===== src/rtl/core/pcsh_queue.sv =====
// Small first-in first-out queue between the front end and the back end.
// Generic storage only; no package dependency. DEPTH is a power of two.
module pcsh_queue #(
  parameter int unsigned WIDTH = 14,
  parameter int unsigned DEPTH = 2
) (
  input  logic             clk,
  input  logic             rst_n,
  input  logic             push,
  input  logic [WIDTH-1:0] push_data,
  output logic             full,
  input  logic             pop,
  output logic [WIDTH-1:0] pop_data,
  output logic             not_empty
);

  localparam int unsigned PW = (DEPTH > 1) ? $clog2(DEPTH) : 1;

  logic [WIDTH-1:0] slot_r [DEPTH];
  logic [PW-1:0]    wr_ptr_r;
  logic [PW-1:0]    rd_ptr_r;
  logic [PW:0]      cnt_r;

  assign full      = (cnt_r == (PW+1)'(DEPTH));
  assign not_empty = (cnt_r != '0);
  assign pop_data  = slot_r[rd_ptr_r];

  always_ff @(posedge clk) begin
    if (push) begin
      slot_r[wr_ptr_r] <= push_data;
    end
  end

  always_ff @(posedge clk) begin
    if (!rst_n) begin
      wr_ptr_r <= '0;
      rd_ptr_r <= '0;
      cnt_r    <= '0;
    end else begin
      if (push) begin
        wr_ptr_r <= wr_ptr_r + PW'(1);
      end
      if (pop) begin
        rd_ptr_r <= rd_ptr_r + PW'(1);
      end
      if (push && !pop) begin
        cnt_r <= cnt_r + (PW+1)'(1);
      end else if (pop && !push) begin
        cnt_r <= cnt_r - (PW+1)'(1);
      end
    end
  end

endmodule


===== config.mk =====
export PLATFORM = sky130hd
export DESIGN_NAME = pcsh_queue
export DESIGN_NICKNAME = d
export VERILOG_FILES = /design/src/rtl/core/pcsh_queue.sv
export SDC_FILE = /design/constraint.sdc
export NUM_CORES = 1
export LEC_CHECK = 0
export ABC_CLOCK_PERIOD_IN_PS = 2200
export BUFFER_PORTS_ARGS = -buffer_cell sky130_fd_sc_hd__buf_2
export CAP_MARGIN = 20
export CORE_UTILIZATION = 45
export CTS_CLUSTER_SIZE = 16
export DETAILED_ROUTE_END_ITERATION = 10
export PLACE_DENSITY_LB_ADDON = 0.25
export SLEW_MARGIN = 20
export SYNTH_ARGS = -nofsm -noshare
export SYNTH_HDL_FRONTEND = slang
export SYNTH_SLANG_ARGS = --single-unit

===== constraint.sdc =====
create_clock -name clk -period 2.2 [get_ports clk]
set_input_delay 0.22 -clock clk [delete_from_list [all_inputs] [get_ports clk]]
set_output_delay 0.22 -clock clk [all_outputs]
set_load 0.05 [all_outputs]

==> summary.txt <==
Run status
  • Outcome: completed

Critical path
  • FF-to-FF Start: wr_ptr_r$_SDFFE_PN0P_
  • Endpoint type of the worst setup path: primary output
  • Max stage delay on crit path: 720 ps
  • CP Depth: 2
  • Critical Path Slowest Stage Cell: dfxtp_1
  • CP Max Fanout: 14
  • Worst R2R Path Depth: 1
  • Required @ worst endpoint: 1980 ps
  • Crit path capture: pop_data[2]
  • Cell Chain, Critical Path: mux2_2, buf_2
  • Worst r2r dst: slot_r[1][3]$_DFFE_PP_
  • CP delay by family, top: flip-flops
  • Reg2Reg Setup Slack: 940 ps
  • Crit path arrival time: 1640 ps
  • Critical path class: flip-flop to primary output
  • Worst path bufs/invs: 1
  • Startpoint Class: flip-flop

Clocking
  • Clk_lat worst skew: 310 ps
  • # Post-CTS Setup Buffers: 0
  • Clock buffer depth: 2
  • Max H-tree Level: 2
  • Clock-pin slew on the worst setup and hold paths: 90 ps
  • CTS buffer count: 5
  • CTS resizes: 0
  • CTS tree: yes
  • Hold buffers post-CTS: 0
  • Clock sink count: 33
  • Root buf cell: clkbuf_4

Yosys
  • Commonest cells in the netlist: edfxtp_1, mux2_2, dfxtp_1, and2_1
  • Mapped Cells: 65
  • Top-area cell type share of the netlist area: 68.50%
  • FFs w/ async S/R, synth: 0%
  • Synth area leaders: edfxtp_1, mux2_2, dfxtp_1
  • Largest area contributor in the netlist: edfxtp_1
  • Synth Register Bits: 33
  • Avg Inst Size Synth: 18.88 µm²
  • Post-Syn Nets: 84
  • Count leader, synth: edfxtp_1
  • Synth Warn #: 0
  • Cell Area, Synth: 0.001227 mm²
  • Post-synth EDFFs: 28
  • Unique masters post-synth: 16
  • Register area share after synthesis: 76.66%
  • Post-synth top flop: edfxtp_1

Drt
  • Via density: 4.963
  • Average wire per standard cell: 13.50 µm
  • 1st-pass router iterations: 3
  • Final ANT Viol Nets: 0
  • DRT iter0 DRCs: 14
  • WL final: 1.836 mm
  • DR vias: 675
  • Residual DRC count: 0

STA
  • Clock skew: 3.648 ps
  • Max Transition Viols Final: 0
  • RSZ-0062 raised after global routing: no
  • Worst-margin pin slew: 643.7 ps
  • Final hold vios: 0
  • Max transition margin: 57.09%
  • Fin crit share: 84.65%
  • Setup_tns: 0 ps
  • Final setup violation count: 0
  • Achievable frequency: 0.5369 GHz
  • Time the worst path needs with I/O delays and setup: 1862 ps

Cells and area
  • # diodes: 0
  • Area Growth Syn to Fin: 20.49%
  • Layout cell share with drive strength beyond 1: 51.89%
  • Nets: 124

Floorplan
  • IO Pins: 34
  • Initial core utilization: 48.66%
  • DIE AREA: 0.002940 mm²
  • Cell Rows: 18
  • Die width: 54.23 µm
  • Core area: 0.002522 mm²
  • Die Y-Extent: 54.23 µm

GRT
  • Top Usage Layer GRT: met2
  • Largest net degree at the start of global routing: 15
  • Antenna violations before repair: 0
  • Grt met3 use: 8.333%
  • Total grt overflow: 0
  • Grt met1 use: 15.58%
  • First-pass GRT wire length: 2.829 mm
  • Total GRT Usage: 15.06%
  • Vias in the first global route: 655
  • M2 GR Usage: 24.39%

Hold path
  • Cell count of the worst hold path: 1
  • Hold Path Class: input pin to flip-flop

Placement
  • Routability cong.: 0.5721
  • DP Wirelength: 1.301 mm
  • Port Buffers: 33

Pwr
  • Power density over the cells: 870.8 mW/mm²
  • Total Power: 1.288 mW
  • Worst VDD drop: 0.6289 mV
  • Pleak: 0.5796 nW

Run
  • Max Cap Violations: 0
[logic make-up (layout without fill, tap and decap cells)]
kind of cell / Yosys count / in the layout / synth area share, %
simple gates: 9 / 9 / 4.791
buf+inv: 2 / 43 / 0.9174
fa+ha+maj: 1 / 1 / 1.019
compound gates: 3 / 3 / 1.631
flops: 33 / 33 / 76.66
mux: 14 / 14 / 12.84
xor+xnor: 3 / 3 / 2.141
[routing by layer]
layer  part of all wire [%]  up-vias  wire length, µm
met2                     54       23              989
met1                     38      325              698
met3                    6.3        5              115
li1                       -      322                -
met5                      0        -                0
met4                    1.7        0               31
[flip-flops by register name, indices dropped and copies added, names as in the netlist, named ones only]
signal / count
rd_ptr_r: 1
cnt_r: 2
wr_ptr_r: 1
slot_r: 28
[worst min path at each step]
stage,from,to,slack [ps]
6_report,push_data[0],slot_r[0][0]$_DFFE_PP_,90
5_1_grt,push_data[11],slot_r[0][11]$_DFFE_PP_,50
4_1_cts,push_data[0],slot_r[0][0]$_DFFE_PP_,70
3_5_place_dp,push_data[0],slot_r[0][0]$_DFFE_PP_,410
3_3_place_gp,push_data[3],slot_r[1][3]$_DFFE_PP_,410
2_1_floorplan,push_data[0],slot_r[0][0]$_DFFE_PP_,320
[power breakdown]
| group | internal, mW | switching [mW] |
|---|---|---|
| sequential | 0.718 | 0.0217 |
| combinational | 0.0806 | 0.167 |
| clock | 0.127 | 0.173 |
[placed cells by master, fill, tap and decap left out, types with 2 or more instances in the layout]
cell and n:
and2_1 4, clkbuf_1 3, dfxtp_1 5, buf_2 33, xor2_1 2, mux2_2 14
nor2b_1 2, clkbuf_4 5, edfxtp_1 28
[area by class of cell]
class / count / area, µm²
inverters: 1 / 3.754
fillers: 219 / 1044
repair buffers: 34 / 172.7
well taps: 30 / 37.54
flip-flops and latches: 33 / 940.9
multi-input cells: 30 / 275.3
clock buffers: 8 / 48.80
[per-stage QoR]
stage / hold slack, ps / std cells / instance area (µm²) / utilization (%) / setup slack, ps
6_report: 88.26 / 136 / 1479 / 58.63 / 337.6
5_1_grt: 53.79 / 136 / 1479 / 58.63 / 199.1
4_1_cts: 74.86 / 136 / 1479 / 58.63 / 285.8
3_5_place_dp: 413.8 / 128 / 1430 / 56.70 / 653.6
3_3_place_gp: 408.8 / 128 / 1430 / 56.70 / 645.1
2_1_floorplan: 318.9 / 65 / 1227 / - / 821.7
(Power assumes the default switching activity.)
