===== config.mk =====
export PLATFORM = sky130hd
export DESIGN_NAME = pcsh_front
export DESIGN_NICKNAME = d
export VERILOG_FILES = /design/src/rtl/core/pcsh_pkg.sv /design/src/rtl/core/pcsh_front.sv
export SDC_FILE = /design/constraint.sdc
export NUM_CORES = 1
export LEC_CHECK = 0
export BUFFER_PORTS_ARGS = -buffer_cell sky130_fd_sc_hd__buf_2
export CELL_PAD_IN_SITES_DETAIL_PLACEMENT = 2
export CELL_PAD_IN_SITES_GLOBAL_PLACEMENT = 2
export CORE_ASPECT_RATIO = 1.75
export CORE_MARGIN = 2
export CORE_UTILIZATION = 36
export CTS_CLUSTER_SIZE = 25
export DETAILED_ROUTE_END_ITERATION = 16
export PLACE_DENSITY = 0.94
export SLEW_MARGIN = 10
export SYNTH_ARGS = -nofsm -noshare
export SYNTH_HDL_FRONTEND = slang
export SYNTH_SLANG_ARGS = --single-unit

===== constraint.sdc =====
create_clock -name clk -period 12.5 [get_ports clk]
set_input_delay 1.875 -clock clk [delete_from_list [all_inputs] [get_ports clk]]
set_output_delay 1.875 -clock clk [all_outputs]
set_load 0.03 [all_outputs]

===== src/rtl/core/pcsh_pkg.sv =====
// Shared types and constants for the program-counter sampling histogram.
// Used by the front end, the back end and the top level; no dependencies.
package pcsh_pkg;

  // Request operation codes on the input channel
  localparam logic [1:0] OP_SAMPLE = 2'd0;
  localparam logic [1:0] OP_CLEAR  = 2'd1;
  localparam logic [1:0] OP_READ   = 2'd2;

  // Configuration register indexes
  localparam int unsigned CFG_IDX_W = 3;
  localparam logic [CFG_IDX_W-1:0] REG_ENABLE    = 3'd0;
  localparam logic [CFG_IDX_W-1:0] REG_TEXT_LOW  = 3'd1;
  localparam logic [CFG_IDX_W-1:0] REG_TEXT_HIGH = 3'd2;
  localparam logic [CFG_IDX_W-1:0] REG_PC_SHIFT  = 3'd3;
  localparam logic [CFG_IDX_W-1:0] REG_BIN_LIMIT = 3'd4;

  typedef struct packed {
    logic        enable;
    logic [31:0] text_low;
    logic [31:0] text_high;
    logic [4:0]  pc_shift;
    logic [12:0] bin_limit;
  } cfg_t;

  // Command handed from the front end to the back end through the queue
  typedef enum logic [1:0] {
    CMD_NOP,
    CMD_INC,
    CMD_READ,
    CMD_CLEAR
  } cmd_kind_t;

  localparam int unsigned CMD_W = 2;

endpackage


===== src/rtl/core/pcsh_front.sv =====
// Front end: accepts requests, checks the address window, forms the bin
// number and pushes one command per request. Depends on pcsh_pkg.
module pcsh_front #(
  parameter int unsigned NUM_BINS = 4096
) (
  input  logic                                       clk,
  input  logic                                       rst_n,
  input  pcsh_pkg::cfg_t                             cfg,
  input  logic                                       sweeping,
  input  logic                                       in_valid,
  output logic                                       in_stall,
  input  logic [1:0]                                 in_operation,
  input  logic [31:0]                                in_pc,
  input  logic                                       in_supervisor,
  input  logic [11:0]                                in_bin_index,
  output logic                                       q_push,
  output logic [pcsh_pkg::CMD_W+$clog2(NUM_BINS)-1:0] q_data,
  input  logic                                       q_full
);
  import pcsh_pkg::*;

  localparam int unsigned ABITS = $clog2(NUM_BINS);

  logic        s1_valid_r;
  logic [1:0]  s1_op_r;
  logic        s1_in_range_r;
  logic [31:0] s1_offset_r;
  logic [11:0] s1_idx_r;

  logic        accept;
  logic        in_range;
  logic [31:0] bin;
  logic [31:0] idx_ext;
  logic [31:0] lim_eff;
  cmd_kind_t   kind;
  logic [ABITS-1:0] addr;

  // Window check and offset in the accept cycle; shift and limit check next
  assign in_range = cfg.enable && in_supervisor &&
                    (in_pc >= cfg.text_low) && (in_pc <= cfg.text_high);

  assign q_push   = s1_valid_r && !q_full;
  assign in_stall = sweeping || (s1_valid_r && !q_push);
  assign accept   = in_valid && !in_stall;

  assign bin     = s1_offset_r >> cfg.pc_shift;
  assign idx_ext = 32'(s1_idx_r);
  assign lim_eff = (32'(cfg.bin_limit) < 32'(NUM_BINS)) ? 32'(cfg.bin_limit)
                                                         : 32'(NUM_BINS);

  always_comb begin
    kind = CMD_NOP;
    addr = '0;
    unique case (s1_op_r)
      OP_SAMPLE: begin
        if (s1_in_range_r && (bin < lim_eff)) begin
          kind = CMD_INC;
          addr = bin[ABITS-1:0];
        end
      end
      OP_CLEAR: begin
        kind = CMD_CLEAR;
      end
      OP_READ: begin
        if (idx_ext < lim_eff) begin
          kind = CMD_READ;
          addr = idx_ext[ABITS-1:0];
        end
      end
      default: begin
        kind = CMD_NOP;
      end
    endcase
  end

  assign q_data = {kind, addr};

  always_ff @(posedge clk) begin
    if (!rst_n) begin
      s1_valid_r <= 1'b0;
    end else begin
      if (accept) begin
        s1_valid_r <= 1'b1;
      end else if (q_push) begin
        s1_valid_r <= 1'b0;
      end
    end
  end

  always_ff @(posedge clk) begin
    if (accept) begin
      s1_op_r       <= in_operation;
      s1_in_range_r <= in_range;
      s1_offset_r   <= in_pc - cfg.text_low;
      s1_idx_r      <= in_bin_index;
    end
  end

endmodule


==> metrics.txt <==
outcome finished clean; PortBufs 150; Final Skew about 0.0046 ns; Leak 3.600 nW; CTS tree built; most numerous cell in the Yosys netlist ha_1; pre-CTS setup slack 4.254 ns; R2R Path End s1_idx_r[0]$_DFFE_PP_; pwr dens 84.35 nW/um^2; clk slew on worst S/H paths approximately 0.070 ns; Max Fclk 120.2 MHz; met3 wire length 582 um; dpl hpwl a little over 20,000 um; Final min period 8.319 ns; GRT Util Overall 0.2509; worst min-delay path endpoint s1_valid_r$_SDFFE_PN0P_; r2r worst-path depth 2; clk_lat worst skew 0.30 ns; period utilization 0.6655; Post-synth top cells 87 x ha_1, 81 x inv_1, 78 x nand2_1, 60 x a21oi_1, 47 x edfxtp_1; setup TNS 0 ns; grt ovf 0; first-pass GRT wire length 38,140 um; Max IR drop VDD 59.15 uV; vias in the first global route 7,403; clock share of power 0.226; H-tree levels 2; Antenna Violating Nets Remaining 0; initial antenna violation count 2; Synth top area share 0.2179; syn avg cell area a little under 9 um^2; multi-input logic area 4586 um^2; Hold Crit Depth 2; Post-CTS Hold Buffers 0; vias per cell 5.777; cell area after synthesis roughly 6500 um^2; layout cells sized above 1 0.2384; worst relative slew slack 0.2169; core area between 15,000 and 20,000 um^2; CP max FO 40; post-layout net count 1,103; Combinational Power Share 0.446; Post-synth EDFFs 47; Sw Ratio 0.3853; Synth Net Count between 900 and 1,000; worst min-delay path category reg2reg; first-pass iteration count of the detailed router 5; Worst R2R Setup Slack approximately 11 ns; worst slew pin tran 1.175 ns; Routed Wire Length approximately 24,000 um; placed inst area between 7000 and 8000 um^2; DR WL met2 approximately 14,000 um; register area 1431 um^2; Diodes inserted 0; Filler Cell Count 2,000; setup repair bufs after CTS 0; Crit Path Class in2out; Slew Limit Fails 0; Num Clock Sinks 48; routed len/inst 21.46 um; initial DRC count 203; final setup violation count 0; Final Wtd Congestion 0.9010; largest net degree at the start of global routing 49; WL met1 8315 um; post-synth top area cell edfxtp_1; I/O pin count 151; CTS Buffer Depth 2; most used flip-flop cell after synthesis edfxtp_1; area delta synth->final 16.31%; Die X 105.4 um; number of CTS-inserted buffers 5; Die ar. around 19,000 um^2; DR DRC count 0; r2r startpoint s1_valid_r$_SDFFE_PN0P_; P_int 0.3905 mW; Crit path required time 10.62 ns; vias post-DR 6,424; Seq pwr share 0.328; Starting Density 0.3693; Final WS setup ~4.2 ns; CTS resizes 0; root buffer cell clkbuf_16; RSZ-0062 raised after global routing false; Chip Height 181.4 um; fin area 7532 um^2; #FFs+latches synth 48; crit start category primary input; top post-synthesis cells by area edfxtp_1 22%, ha_1 17%, inv_1 4.7%; Seq/Total Area, Yosys 0.2210; cells after synthesis 747; Worst Setup End Kind output pin; FP Rows 64; Hold Violations, Final 0; P_sw 0.2448 mW; max_cap viols 0; Hold Path Origin s1_valid_r$_SDFFE_PN0P_; Max Used Layer met5; Critical Path AT between 6 and 7 ns; post-synth cell types 74; asr flop ratio synth 0; CP Launch Point cfg[15]; yosys warns 0
==> critical path, cell delays in order <==
cell and delay, ns:
buf_2 0.62, clkinv_1 0.75, and2_1 0.35, a311oi_1 0.26, a211oi_1 0.08, a211o_1 0.28, ha_1 0.31, a21oi_1 0.16
o21ai_0 0.15, a2111o_1 0.37, o211ai_1 0.30, and3_1 0.52, a22o_2 0.21, buf_2 0.20
==> power groups by stage <==
stage | registers [mW] | logic, mW | clock network, mW
6_report | 0.208 | 0.283 | 0.144
5_1_grt | 0.210 | 0.314 | 0.149
4_1_cts | 0.208 | 0.285 | 0.145
3_5_place_dp | 0.212 | 0.281 | 0
3_3_place_gp | 0.209 | 0.260 | 0
2_1_floorplan | 0.205 | 0.191 | 0
==> layer usage <==
metal  GRT usage  up-vias
li1            -     3034
met1      0.2354     3166
met2      0.5185      160
met3     0.02513       60
met4      0.1211        4
met5           0        -
==> sequential cells by signal (all words and copies together) (netlist names) <==
register	count
s1_in_range_r	1
s1_valid_r	1
s1_offset_r	32
s1_op_r	2
s1_idx_r	12
==> kinds of logic after synthesis <==
| logic type | count (synthesis) | synth area share |
|---|---|---|
| AO/OA/AOI/OAI | 210 | 0.2156 |
| AND/OR/NAND/NOR | 201 | 0.1482 |
| buffers and inverters | 109 | 0.07206 |
| adder cells (fa/ha/maj) | 88 | 0.1712 |
| multiplexers | 63 | 0.1341 |
| flip-flops | 48 | 0.2210 |
| XOR/XNOR | 28 | 0.03787 |
==> worst max-delay path by stage <==
stage,endpoint,slack (ns),cells past startpoint
after global placement,q_data[7],4.55,14
final,q_data[6],4.18,14
after detailed placement,q_data[6],4.25,14
after CTS,q_data[6],4.20,14
after floorplan,q_data[11],5.42,18
after global routing,q_data[6],3.82,14
==> through the flow <==
| stage | cells | hold slack, ns | util | power [mW] |
|---|---|---|---|---|
| after CTS | 1112 | 0.5401 | 0.4295 | 0.6380 |
| after detailed placement | 1104 | 0.5278 | 0.4212 | 0.4926 |
| after global placement | 1104 | 0.5154 | 0.4212 | 0.4692 |
| after global routing | 1112 | 0.6072 | 0.4295 | 0.6728 |
| final | 1112 | 0.5429 | 0.4295 | 0.6353 |
| after floorplan | 747 | 0.4931 | - | 0.3959 |
==> placed cells by master (no fill, tap or decap), drive strengths merged, types with 22 or more instances in the layout <==
cell / count
o21ai: 37
a21oi: 60
edfxtp: 47
inv: 81
ha: 87
nand2: 78
a21o: 22
mux2i: 29
nor2: 43
xnor2: 22
buf: 153
==> area by class of cell <==
cell class	count	share of cell area
clock buffers	6	0.01711
repair buffers	153	0.1027
inverters	82	0.04086
well taps	231	0.03837
multi-input cells	590	0.6088
clock inverters	2	0.002159
flip-flops and latches	48	0.1900
(Power assumes the default switching activity.)
